[src/rtl/lfh_pkg.sv]
`timescale 1ns / 1ps
// ----------------------------------------------------------------------------
// lfh_pkg
// Types, constants and state codes shared by the letter frequency histogram.
// ----------------------------------------------------------------------------
package lfh_pkg;

    localparam int DEF_COUNT_BITS = 24;
    localparam int FIELD_BITS     = 24;
    localparam int NUM_BINS       = 26;
    localparam int BIN_BITS       = 5;
    localparam int CFG_INDEX_BITS = 2;

    localparam logic [BIN_BITS-1:0] LAST_BIN = BIN_BITS'(NUM_BINS - 1);

    localparam logic [CFG_INDEX_BITS-1:0] REG_SORT_ORDER = 2'd0;
    localparam logic [CFG_INDEX_BITS-1:0] REG_FOLD_CASE  = 2'd1;

    localparam logic KIND_DATA   = 1'b0;
    localparam logic KIND_REPORT = 1'b1;

    localparam logic [7:0] CHAR_NEWLINE = 8'h0A;
    localparam logic [7:0] CHAR_LOWER_A = 8'h61;
    localparam logic [7:0] CHAR_LOWER_Z = 8'h7A;
    localparam logic [7:0] CHAR_UPPER_A = 8'h41;
    localparam logic [7:0] CHAR_UPPER_Z = 8'h5A;

    typedef struct packed {
        logic       kind;
        logic [7:0] byte_value;
    } text_item_t;

    typedef struct packed {
        logic [BIN_BITS-1:0]   letter_index;
        logic [FIELD_BITS-1:0] letter_count;
        logic [FIELD_BITS-1:0] char_total;
        logic [FIELD_BITS-1:0] line_total;
        logic [FIELD_BITS-1:0] letter_total;
        logic                  last;
    } hist_item_t;

    typedef enum logic [1:0] {
        ST_IDLE,
        ST_SCAN,
        ST_FINISH,
        ST_EMIT
    } lfh_state_t;

endpackage

[src/rtl/letter_frequency_histogram.sv]
`timescale 1ns / 1ps
// ----------------------------------------------------------------------------
// letter_frequency_histogram
// Counts text bytes, newlines and letters; keeps a 26-bin letter histogram in
// a RAM updated by read-modify-write with forwarding; reports all bins in
// alphabetical or descending-count order.
// Data bytes: one per cycle while idle; bin write lands the cycle after.
// Report, alphabetical: each bin is read in ST_SCAN, compared in ST_FINISH
// and sent in ST_EMIT. Report, by count: per bin a 26-read scan of the bin
// RAM plus compare and emit. Input stalled during a report.
// Reset: all counts read as zero at once (per-bin valid flops), sort_order 0,
// fold_case 1.
// ----------------------------------------------------------------------------
module letter_frequency_histogram
#(
    parameter int COUNT_BITS = lfh_pkg::DEF_COUNT_BITS
)
(
    input  logic                                clk,
    input  logic                                rst_n,
    input  logic                                text_valid,
    output logic                                text_stall,
    input  lfh_pkg::text_item_t                 text_item,
    output logic                                hist_valid,
    input  logic                                hist_stall,
    output lfh_pkg::hist_item_t                 hist_item,
    input  logic                                cfg_valid,
    output logic                                cfg_ready,
    input  logic [lfh_pkg::CFG_INDEX_BITS-1:0] cfg_index,
    input  logic                                cfg_data
);

    import lfh_pkg::*;

    localparam int WIDE_BITS = (COUNT_BITS > FIELD_BITS) ? COUNT_BITS : FIELD_BITS;

    typedef logic [COUNT_BITS-1:0] count_t;

    function automatic count_t sat_inc(input count_t v);
        return (&v) ? v : v + 1'b1;
    endfunction

    function automatic logic [FIELD_BITS-1:0] clamp_field(input count_t v);
        logic [WIDE_BITS-1:0] wide;
        wide = WIDE_BITS'(v);
        return (wide > WIDE_BITS'({FIELD_BITS{1'b1}})) ? {FIELD_BITS{1'b1}}
                                                        : wide[FIELD_BITS-1:0];
    endfunction

    lfh_state_t            state_reg, state_next;
    logic                  sort_order_reg, sort_order_next;
    logic                  fold_case_reg, fold_case_next;
    count_t                char_tally_reg, char_tally_next;
    count_t                line_tally_reg, line_tally_next;
    count_t                alpha_tally_reg, alpha_tally_next;
    logic [NUM_BINS-1:0]   filled_reg, filled_next;
    logic                  s2_inc_reg, s2_inc_next;
    logic                  fwd_valid_reg;
    logic [BIN_BITS-1:0]   fwd_addr_reg;
    count_t                fwd_data_reg;
    logic [BIN_BITS-1:0]   rd_addr_reg;
    logic                  sc_chk_reg, sc_chk_next;
    logic [BIN_BITS-1:0]   scan_idx_reg, scan_idx_next;
    logic [BIN_BITS-1:0]   pass_reg, pass_next;
    logic [NUM_BINS-1:0]   emitted_reg, emitted_next;
    logic                  best_found_reg, best_found_next;
    logic [BIN_BITS-1:0]   best_idx_reg, best_idx_next;
    count_t                best_cnt_reg, best_cnt_next;
    logic                  hist_valid_reg, hist_valid_next;
    hist_item_t            out_reg, out_next;

    logic                  text_xfer;
    logic                  is_data;
    logic                  is_lower;
    logic                  is_upper;
    logic                  is_newline;
    logic [7:0]            b;
    logic [BIN_BITS-1:0]   byte_bin;
    logic [BIN_BITS-1:0]   raddr;
    logic                  ram_we;
    count_t                ram_wdata;
    count_t                ram_rdata;
    count_t                rd_value;
    logic                  cand_first;

    lfh_ram
    #(
        .WIDTH (COUNT_BITS),
        .DEPTH (NUM_BINS)
    )
    u_bins
    (
        .clk   (clk),
        .we    (ram_we),
        .waddr (rd_addr_reg),
        .wdata (ram_wdata),
        .raddr (raddr),
        .rdata (ram_rdata)
    );

    assign text_stall = (state_reg != ST_IDLE);
    assign cfg_ready  = 1'b1;
    assign hist_valid = hist_valid_reg;
    assign hist_item  = out_reg;

    assign text_xfer  = text_valid && !text_stall;
    assign is_data    = (text_item.kind == KIND_DATA);
    assign b          = text_item.byte_value;
    assign is_lower   = (b >= CHAR_LOWER_A) && (b <= CHAR_LOWER_Z);
    assign is_upper   = (b >= CHAR_UPPER_A) && (b <= CHAR_UPPER_Z);
    assign is_newline = (b == CHAR_NEWLINE);
    assign byte_bin   = is_lower ? BIN_BITS'(b - CHAR_LOWER_A) : BIN_BITS'(b - CHAR_UPPER_A);
    assign raddr      = (state_reg == ST_IDLE) ? byte_bin : scan_idx_reg;

    assign rd_value   = (fwd_valid_reg && (fwd_addr_reg == rd_addr_reg)) ? fwd_data_reg :
                        (filled_reg[rd_addr_reg] ? ram_rdata : '0);
    assign ram_we     = s2_inc_reg;
    assign ram_wdata  = sat_inc(rd_value);
    assign cand_first = !best_found_reg || (rd_value > best_cnt_reg) ||
                        ((rd_value == best_cnt_reg) && (rd_addr_reg > best_idx_reg));

    always_comb
    begin
        state_next       = state_reg;
        sort_order_next  = sort_order_reg;
        fold_case_next   = fold_case_reg;
        char_tally_next  = char_tally_reg;
        line_tally_next  = line_tally_reg;
        alpha_tally_next = alpha_tally_reg;
        filled_next      = filled_reg;
        s2_inc_next      = 1'b0;
        sc_chk_next      = 1'b0;
        scan_idx_next    = scan_idx_reg;
        pass_next        = pass_reg;
        emitted_next     = emitted_reg;
        best_found_next  = best_found_reg;
        best_idx_next    = best_idx_reg;
        best_cnt_next    = best_cnt_reg;
        hist_valid_next  = hist_valid_reg && hist_stall;
        out_next         = out_reg;

        if (cfg_valid && cfg_ready)
        begin
            if (cfg_index == REG_SORT_ORDER)
            begin
                sort_order_next = cfg_data;
            end
            else if (cfg_index == REG_FOLD_CASE)
            begin
                fold_case_next = cfg_data;
            end
        end

        if (ram_we)
        begin
            filled_next[rd_addr_reg] = 1'b1;
        end

        if (sc_chk_reg && !emitted_reg[rd_addr_reg] && cand_first)
        begin
            best_found_next = 1'b1;
            best_idx_next   = rd_addr_reg;
            best_cnt_next   = rd_value;
        end

        unique case (state_reg)
            ST_IDLE:
            begin
                if (text_xfer)
                begin
                    if (is_data)
                    begin
                        char_tally_next = sat_inc(char_tally_reg);
                        if (is_newline)
                        begin
                            line_tally_next = sat_inc(line_tally_reg);
                        end
                        if (is_lower || is_upper)
                        begin
                            alpha_tally_next = sat_inc(alpha_tally_reg);
                        end
                        s2_inc_next = is_lower || (is_upper && fold_case_reg);
                    end
                    else
                    begin
                        pass_next       = '0;
                        scan_idx_next   = '0;
                        emitted_next    = '0;
                        best_found_next = 1'b0;
                        state_next      = ST_SCAN;
                    end
                end
            end
            ST_SCAN:
            begin
                sc_chk_next = 1'b1;
                if (!sort_order_reg || (scan_idx_reg == LAST_BIN))
                begin
                    state_next = ST_FINISH;
                end
                else
                begin
                    scan_idx_next = scan_idx_reg + 1'b1;
                end
            end
            ST_FINISH:
            begin
                state_next = ST_EMIT;
            end
            ST_EMIT:
            begin
                if (!hist_valid_reg || !hist_stall)
                begin
                    hist_valid_next           = 1'b1;
                    out_next.letter_index     = best_idx_reg;
                    out_next.letter_count     = clamp_field(best_cnt_reg);
                    out_next.char_total       = clamp_field(char_tally_reg);
                    out_next.line_total       = clamp_field(line_tally_reg);
                    out_next.letter_total     = clamp_field(alpha_tally_reg);
                    out_next.last             = (pass_reg == LAST_BIN);
                    emitted_next[best_idx_reg] = 1'b1;
                    best_found_next           = 1'b0;
                    if (pass_reg == LAST_BIN)
                    begin
                        state_next = ST_IDLE;
                    end
                    else
                    begin
                        pass_next     = pass_reg + 1'b1;
                        scan_idx_next = sort_order_reg ? '0 : pass_reg + 1'b1;
                        state_next    = ST_SCAN;
                    end
                end
            end
            default:
            begin
                state_next = ST_IDLE;
            end
        endcase
    end

    always_ff @(posedge clk or negedge rst_n)
    begin
        if (!rst_n)
        begin
            state_reg       <= ST_IDLE;
            sort_order_reg  <= 1'b0;
            fold_case_reg   <= 1'b1;
            char_tally_reg  <= '0;
            line_tally_reg  <= '0;
            alpha_tally_reg <= '0;
            filled_reg      <= '0;
            s2_inc_reg      <= 1'b0;
            fwd_valid_reg   <= 1'b0;
            sc_chk_reg      <= 1'b0;
            scan_idx_reg    <= '0;
            pass_reg        <= '0;
            emitted_reg     <= '0;
            best_found_reg  <= 1'b0;
            hist_valid_reg  <= 1'b0;
        end
        else
        begin
            state_reg       <= state_next;
            sort_order_reg  <= sort_order_next;
            fold_case_reg   <= fold_case_next;
            char_tally_reg  <= char_tally_next;
            line_tally_reg  <= line_tally_next;
            alpha_tally_reg <= alpha_tally_next;
            filled_reg      <= filled_next;
            s2_inc_reg      <= s2_inc_next;
            fwd_valid_reg   <= ram_we;
            sc_chk_reg      <= sc_chk_next;
            scan_idx_reg    <= scan_idx_next;
            pass_reg        <= pass_next;
            emitted_reg     <= emitted_next;
            best_found_reg  <= best_found_next;
            hist_valid_reg  <= hist_valid_next;
        end
    end

    always_ff @(posedge clk)
    begin
        rd_addr_reg  <= raddr;
        fwd_addr_reg <= rd_addr_reg;
        fwd_data_reg <= ram_wdata;
        best_idx_reg <= best_idx_next;
        best_cnt_reg <= best_cnt_next;
        out_reg      <= out_next;
    end

endmodule

[src/rtl/lfh_ram.sv]
`timescale 1ns / 1ps
// ----------------------------------------------------------------------------
// lfh_ram
// Simple dual-port RAM: one write port, one read port with registered data.
// ----------------------------------------------------------------------------
module lfh_ram
#(
    parameter int WIDTH = 24,
    parameter int DEPTH = 26
)
(
    input  logic                     clk,
    input  logic                     we,
    input  logic [$clog2(DEPTH)-1:0] waddr,
    input  logic [WIDTH-1:0]         wdata,
    input  logic [$clog2(DEPTH)-1:0] raddr,
    output logic [WIDTH-1:0]         rdata
);

    logic [WIDTH-1:0] mem_reg [DEPTH];
    logic [WIDTH-1:0] rdata_reg;

    always_ff @(posedge clk)
    begin
        if (we)
        begin
            mem_reg[waddr] <= wdata;
        end
        rdata_reg <= mem_reg[raddr];
    end

    assign rdata = rdata_reg;

endmodule

[config.mk]
export PLATFORM = sky130hd
export DESIGN_NAME = letter_frequency_histogram
export DESIGN_NICKNAME = d
export VERILOG_FILES = /design/src/rtl/lfh_pkg.sv /design/src/rtl/letter_frequency_histogram.sv /design/src/rtl/lfh_ram.sv
export SDC_FILE = /design/constraint.sdc
export NUM_CORES = 1
export LEC_CHECK = 0
export BUFFER_PORTS_ARGS = -buffer_cell sky130_fd_sc_hd__buf_2
export CORE_ASPECT_RATIO = 1.75
export CORE_UTILIZATION = 65
export CTS_BUF_LIST = sky130_fd_sc_hd__clkbuf_4 sky130_fd_sc_hd__clkbuf_8
export CTS_CLUSTER_DIAMETER = 200
export DETAILED_ROUTE_END_ITERATION = 10
export GPL_TIMING_DRIVEN = 0
export PLACE_DENSITY = 0.83
export SLEW_MARGIN = 10
export SYNTH_ARGS = -nofsm -noshare
export SYNTH_HDL_FRONTEND = slang
export SYNTH_HIERARCHICAL = 1
export SYNTH_SLANG_ARGS = --single-unit
[constraint.sdc]
create_clock -name clk -period 24 [get_ports clk]
set_input_delay 4.8 -clock clk [delete_from_list [all_inputs] [get_ports clk]]
set_output_delay 4.8 -clock clk [all_outputs]
set_load 0.01 [all_outputs]
==> results summary <==
The number of hold buffers added after CTS came out at 0. The kind of end point of the critical path is a flip-flop. The minimum clock period came out at 8.12 ns.

The fill cell total of the finished layout came out at roughly 3,300. The post-route clock period utilization is 0.338. The die area is 60,200 sq um. The final cell count without fillers came out at between 3,000 and 4,000. The clock net sink count is roughly 960.

The number of buffers and inverters on the critical path is 4. The instance count after placement with tap cells included came out at ~3,300. In the final routed layout, each cell accounts on average for ~26 um. The clock reaches the later pin of the worst-skew pair after around 0.74 ns. Summed over all instances, the cell type with the most area after synthesis is edfxtp_1.

The via density per instance is about 6.3. The initial antenna violation count is 2. The average size of a mapped cell came out at around 16 sq um.

The routed layout has 22,300 vias. The end point of the worst hold path is filled_reg[19]$_DFFE_PN0P_. The worst register-to-register path ends at u_bins/mem_reg[25][8]$_DFFE_PP_. The sequential area share after synthesis came out at 0.713.

STA classifies the critical path startpoint as an input port. The total of warnings raised by yosys is 6. Along the worst path, the maximum fanout reaches 10.

For this run the aggregate overflow at the end of global routing stands at 0. The wire length after detailed routing is about 92 mm. Buffers inserted during clock tree synthesis total 121. The first-pass GRT wire length is 138 mm.

The net count reported at finish is ~2,700. Entering global routing, the biggest net connects around 80 pins. The placer's final routability congestion estimate is 0.951. The number of H-tree branching levels is 3.

The placeable core region is 58,300 sq um. The number of instances in the synthesized netlist is roughly 2,400. Sorting the synthesized cells by how often they occur yields edfxtp_1 (755), nand2_1 (149), dfrtp_1 (142).

The signal on the critical path passes through buf_2, inv_1, ha_1, xnor2_1, a21oi_1, buf_2, clkbuf_1, mux2_2, o211ai_1, o311ai_1. TritonCTS built the clock tree. The maximum clock frequency is 123 MHz.

The final number of hold-violating endpoints is 0. Setup repair after global routing left no endpoint under its margin. The first detailed-routing pass took 8 iterations. The worst slew margin relative to its limit came out at 0.241. The number of buffers added for setup after CTS came out at 0. The starting density of the core came out at 0.660. The area growth from synthesis to layout is 13.3%. The I/O pin total is 122. The number of violations reported at the end of detailed-routing iteration 0 is slightly below 2,000. By area the synthesized netlist is led by edfxtp_1 (59%), dfrtp_1 (9.2%), mux4_2 (6.0%). After detailed routing, the number of remaining DRC violations is 0. The cell depth of the worst hold path is 1.

The cell depth of the worst flop-to-flop path came out at 14. The delay of the slowest cell on the worst path is ~0.9 ns. The arrival time of data at the critical path endpoint came out at between 8 and 9 ns.

The worst hold path begins at filled_reg[19]$_DFFE_PN0P_. Among all cell types in the netlist, the one instantiated most often is edfxtp_1. Yosys mapped a number of flops with a built-in enable equal to approximately 760. The synthesized net count is approximately 2,500. The global routing usage summed across all routing layers came out at 0.317. The cell area after placement came out at 41,000 sq um. STA puts the critical path data required time at 24.53 ns. The aggregate negative setup slack is 0 ns. The count of standard-cell rows came out at roughly 120. The cell repeated most along the worst path is buf_2. The number of global-route vias before repair came out at 23,300. The die is roughly 320 um tall.

Of the cells placed in the final design, the portion with a size suffix greater than 1 is 0.229. The count of different cell masters after synthesis is 84. The max-slew violation count is 0. The leakage power is ~16 nW. Once detail routing completed, the nets flagged for antenna violations numbered 0. The worst setup path is of the in2reg kind. In this run the critical register-to-register path is launched from rd_addr_reg[2]$_DFF_P_. The total standard cell area after synthesis came out at ~38,000 sq um. The main flop type after synthesis is edfxtp_1.

The width of the die came out at around 190 um. The number of max-cap violations is 0. Power spread over the standard cell area amounts to ~120 nW/um^2.

The clock edge transition at the registers on the reported setup and hold paths is ~0.070 ns. The final setup violation count is 0. The count of cells resized by post-cts repair is 0. The cell with the biggest individual delay on the critical path is o211ai_1. No sink is reached through more buffers than the 3 on the longest clock path. The actual transition at the worst max-transition pin came out at approximately 1.1 ns. The flop-to-flop setup slack is about 18 ns. The maximum vdd ir drop is between 60 and 70 uV. The number of synthesized register bits is ~960. The area share of the largest cell type after synthesis came out at 0.590. The proportion of register bits with asynchronous set or reset after synthesis came out at 0.150.

The path class of the lowest-slack min-delay path is reg2reg. The number of flip-flops in the largest register came out at between 600 and 700. The clock tree root buffer cell is clkbuf_8.

The clock arrives with about 0.034 ns of skew. The detailed placer's ending HPWL is ~62 mm. Among cell families on the critical path, the largest total delay comes from compound AO/OA/AOI/OAI gates. The run finished with clean final reports.

Summing all non-filler instances in the final layout gives an area of about 44,000 sq um. The number of input and output port buffers inserted is 120.
-- layout make-up --
class	count	area, sq um	share of cell area
Clock inverter	40	344	0.00790
Clock buffer	179	2200	0.0505
Tap cell	773	967	0.0222
Multi-Input combinational cell	1188	10400	0.238
Inverter	58	218	0.00500
Sequential cell	956	27400	0.629
Timing Repair Buffer	152	1190	0.0273
Antenna cell	2	5.00	0.000115
Buffer	187	853	0.0196
-- how the worst max path moves through the flow --
stage / startpoint / end / depth (start not counted)
3_3_place_gp: hist_stall / hist_item[93]$_SDFFCE_PN1P_ / 2
2_1_floorplan: hist_stall / hist_item[0]$_DFFE_PP_ / 1
4_1_cts: text_item[0] / u_bins/rdata[16]$_DFF_P_ / 10
6_report: text_item[0] / u_bins/rdata[17]$_DFF_P_ / 10
5_1_grt: text_item[0] / u_bins/rdata[14]$_DFF_P_ / 10
3_5_place_dp: text_item[0] / u_bins/rdata[8]$_DFF_P_ / 10
-- routing by layer --
| layer | vias up | track usage | wire length (um) |
|---|---|---|---|
| met3 | 329 | 0.0523 | 6170 |
| li1 | 9642 | - | - |
| met4 | 0 | 0.245 | 7710 |
| met5 | - | 0 | 0 |
| met1 | 11100 | 0.336 | 29900 |
| met2 | 1155 | 0.559 | 48100 |
-- logic make-up after synthesis --
| logic type | share of synthesized area |
|---|---|
| other cells | 0.0000975 |
| mux | 0.105 |
| simple gates | 0.0604 |
| flops | 0.713 |
| buf+inv | 0.0279 |
| compound gates | 0.0563 |
| fa+ha+maj | 0.0143 |
| xor+xnor | 0.0230 |
-- through the flow --
stage / util / hold slack, ns / setup WS (ns) / power, mW
after global routing: 0.748 / 0.476 / 15.82 / 5.37
after floorplan: - / 0.388 / 11.13 / 3.28
after global placement: 0.687 / 0.431 / 8.62 / 3.83
after detailed placement: 0.704 / 0.440 / 15.45 / 3.95
final: 0.748 / 0.454 / 15.88 / 5.18
after CTS: 0.748 / 0.455 / 16.16 / 5.17
-- power by group --
| group | switching, mW | leakage, nW | internal [mW] | total [mW] |
|---|---|---|---|---|
| registers | 0.0997 | 9.40 | 2.08 | 2.18 |
| logic | 1.13 | 5.29 | 0.655 | 1.79 |
| clock network | 0.570 | 1.35 | 0.642 | 1.21 |
-- layout by cell type, fill, tap and decap left out, types with 16 or more instances in the layout --
cell and instances:
a21o_1 26, a21oi_1 41, a22o_1 28, a22oi_1 27, and3_1 17, buf_2 138
buf_4 16, buf_8 17, clkbuf_1 135, clkbuf_4 42, clkbuf_8 137, clkinv_1 18
dfrtp_1 142, dfxtp_1 58, edfxtp_1 755, ha_1 44, inv_1 58, mux2_2 56
mux2i_1 107, mux4_2 103, nand2_1 149, nand3_1 48, nand4_1 31, nor2_1 78
nor2_4 24, nor3_1 23, o211ai_1 25, o21ai_0 65, o311ai_1 24, xnor2_1 50
xor2_1 31
No activity file was read; power rests on OpenSTA's default activity.
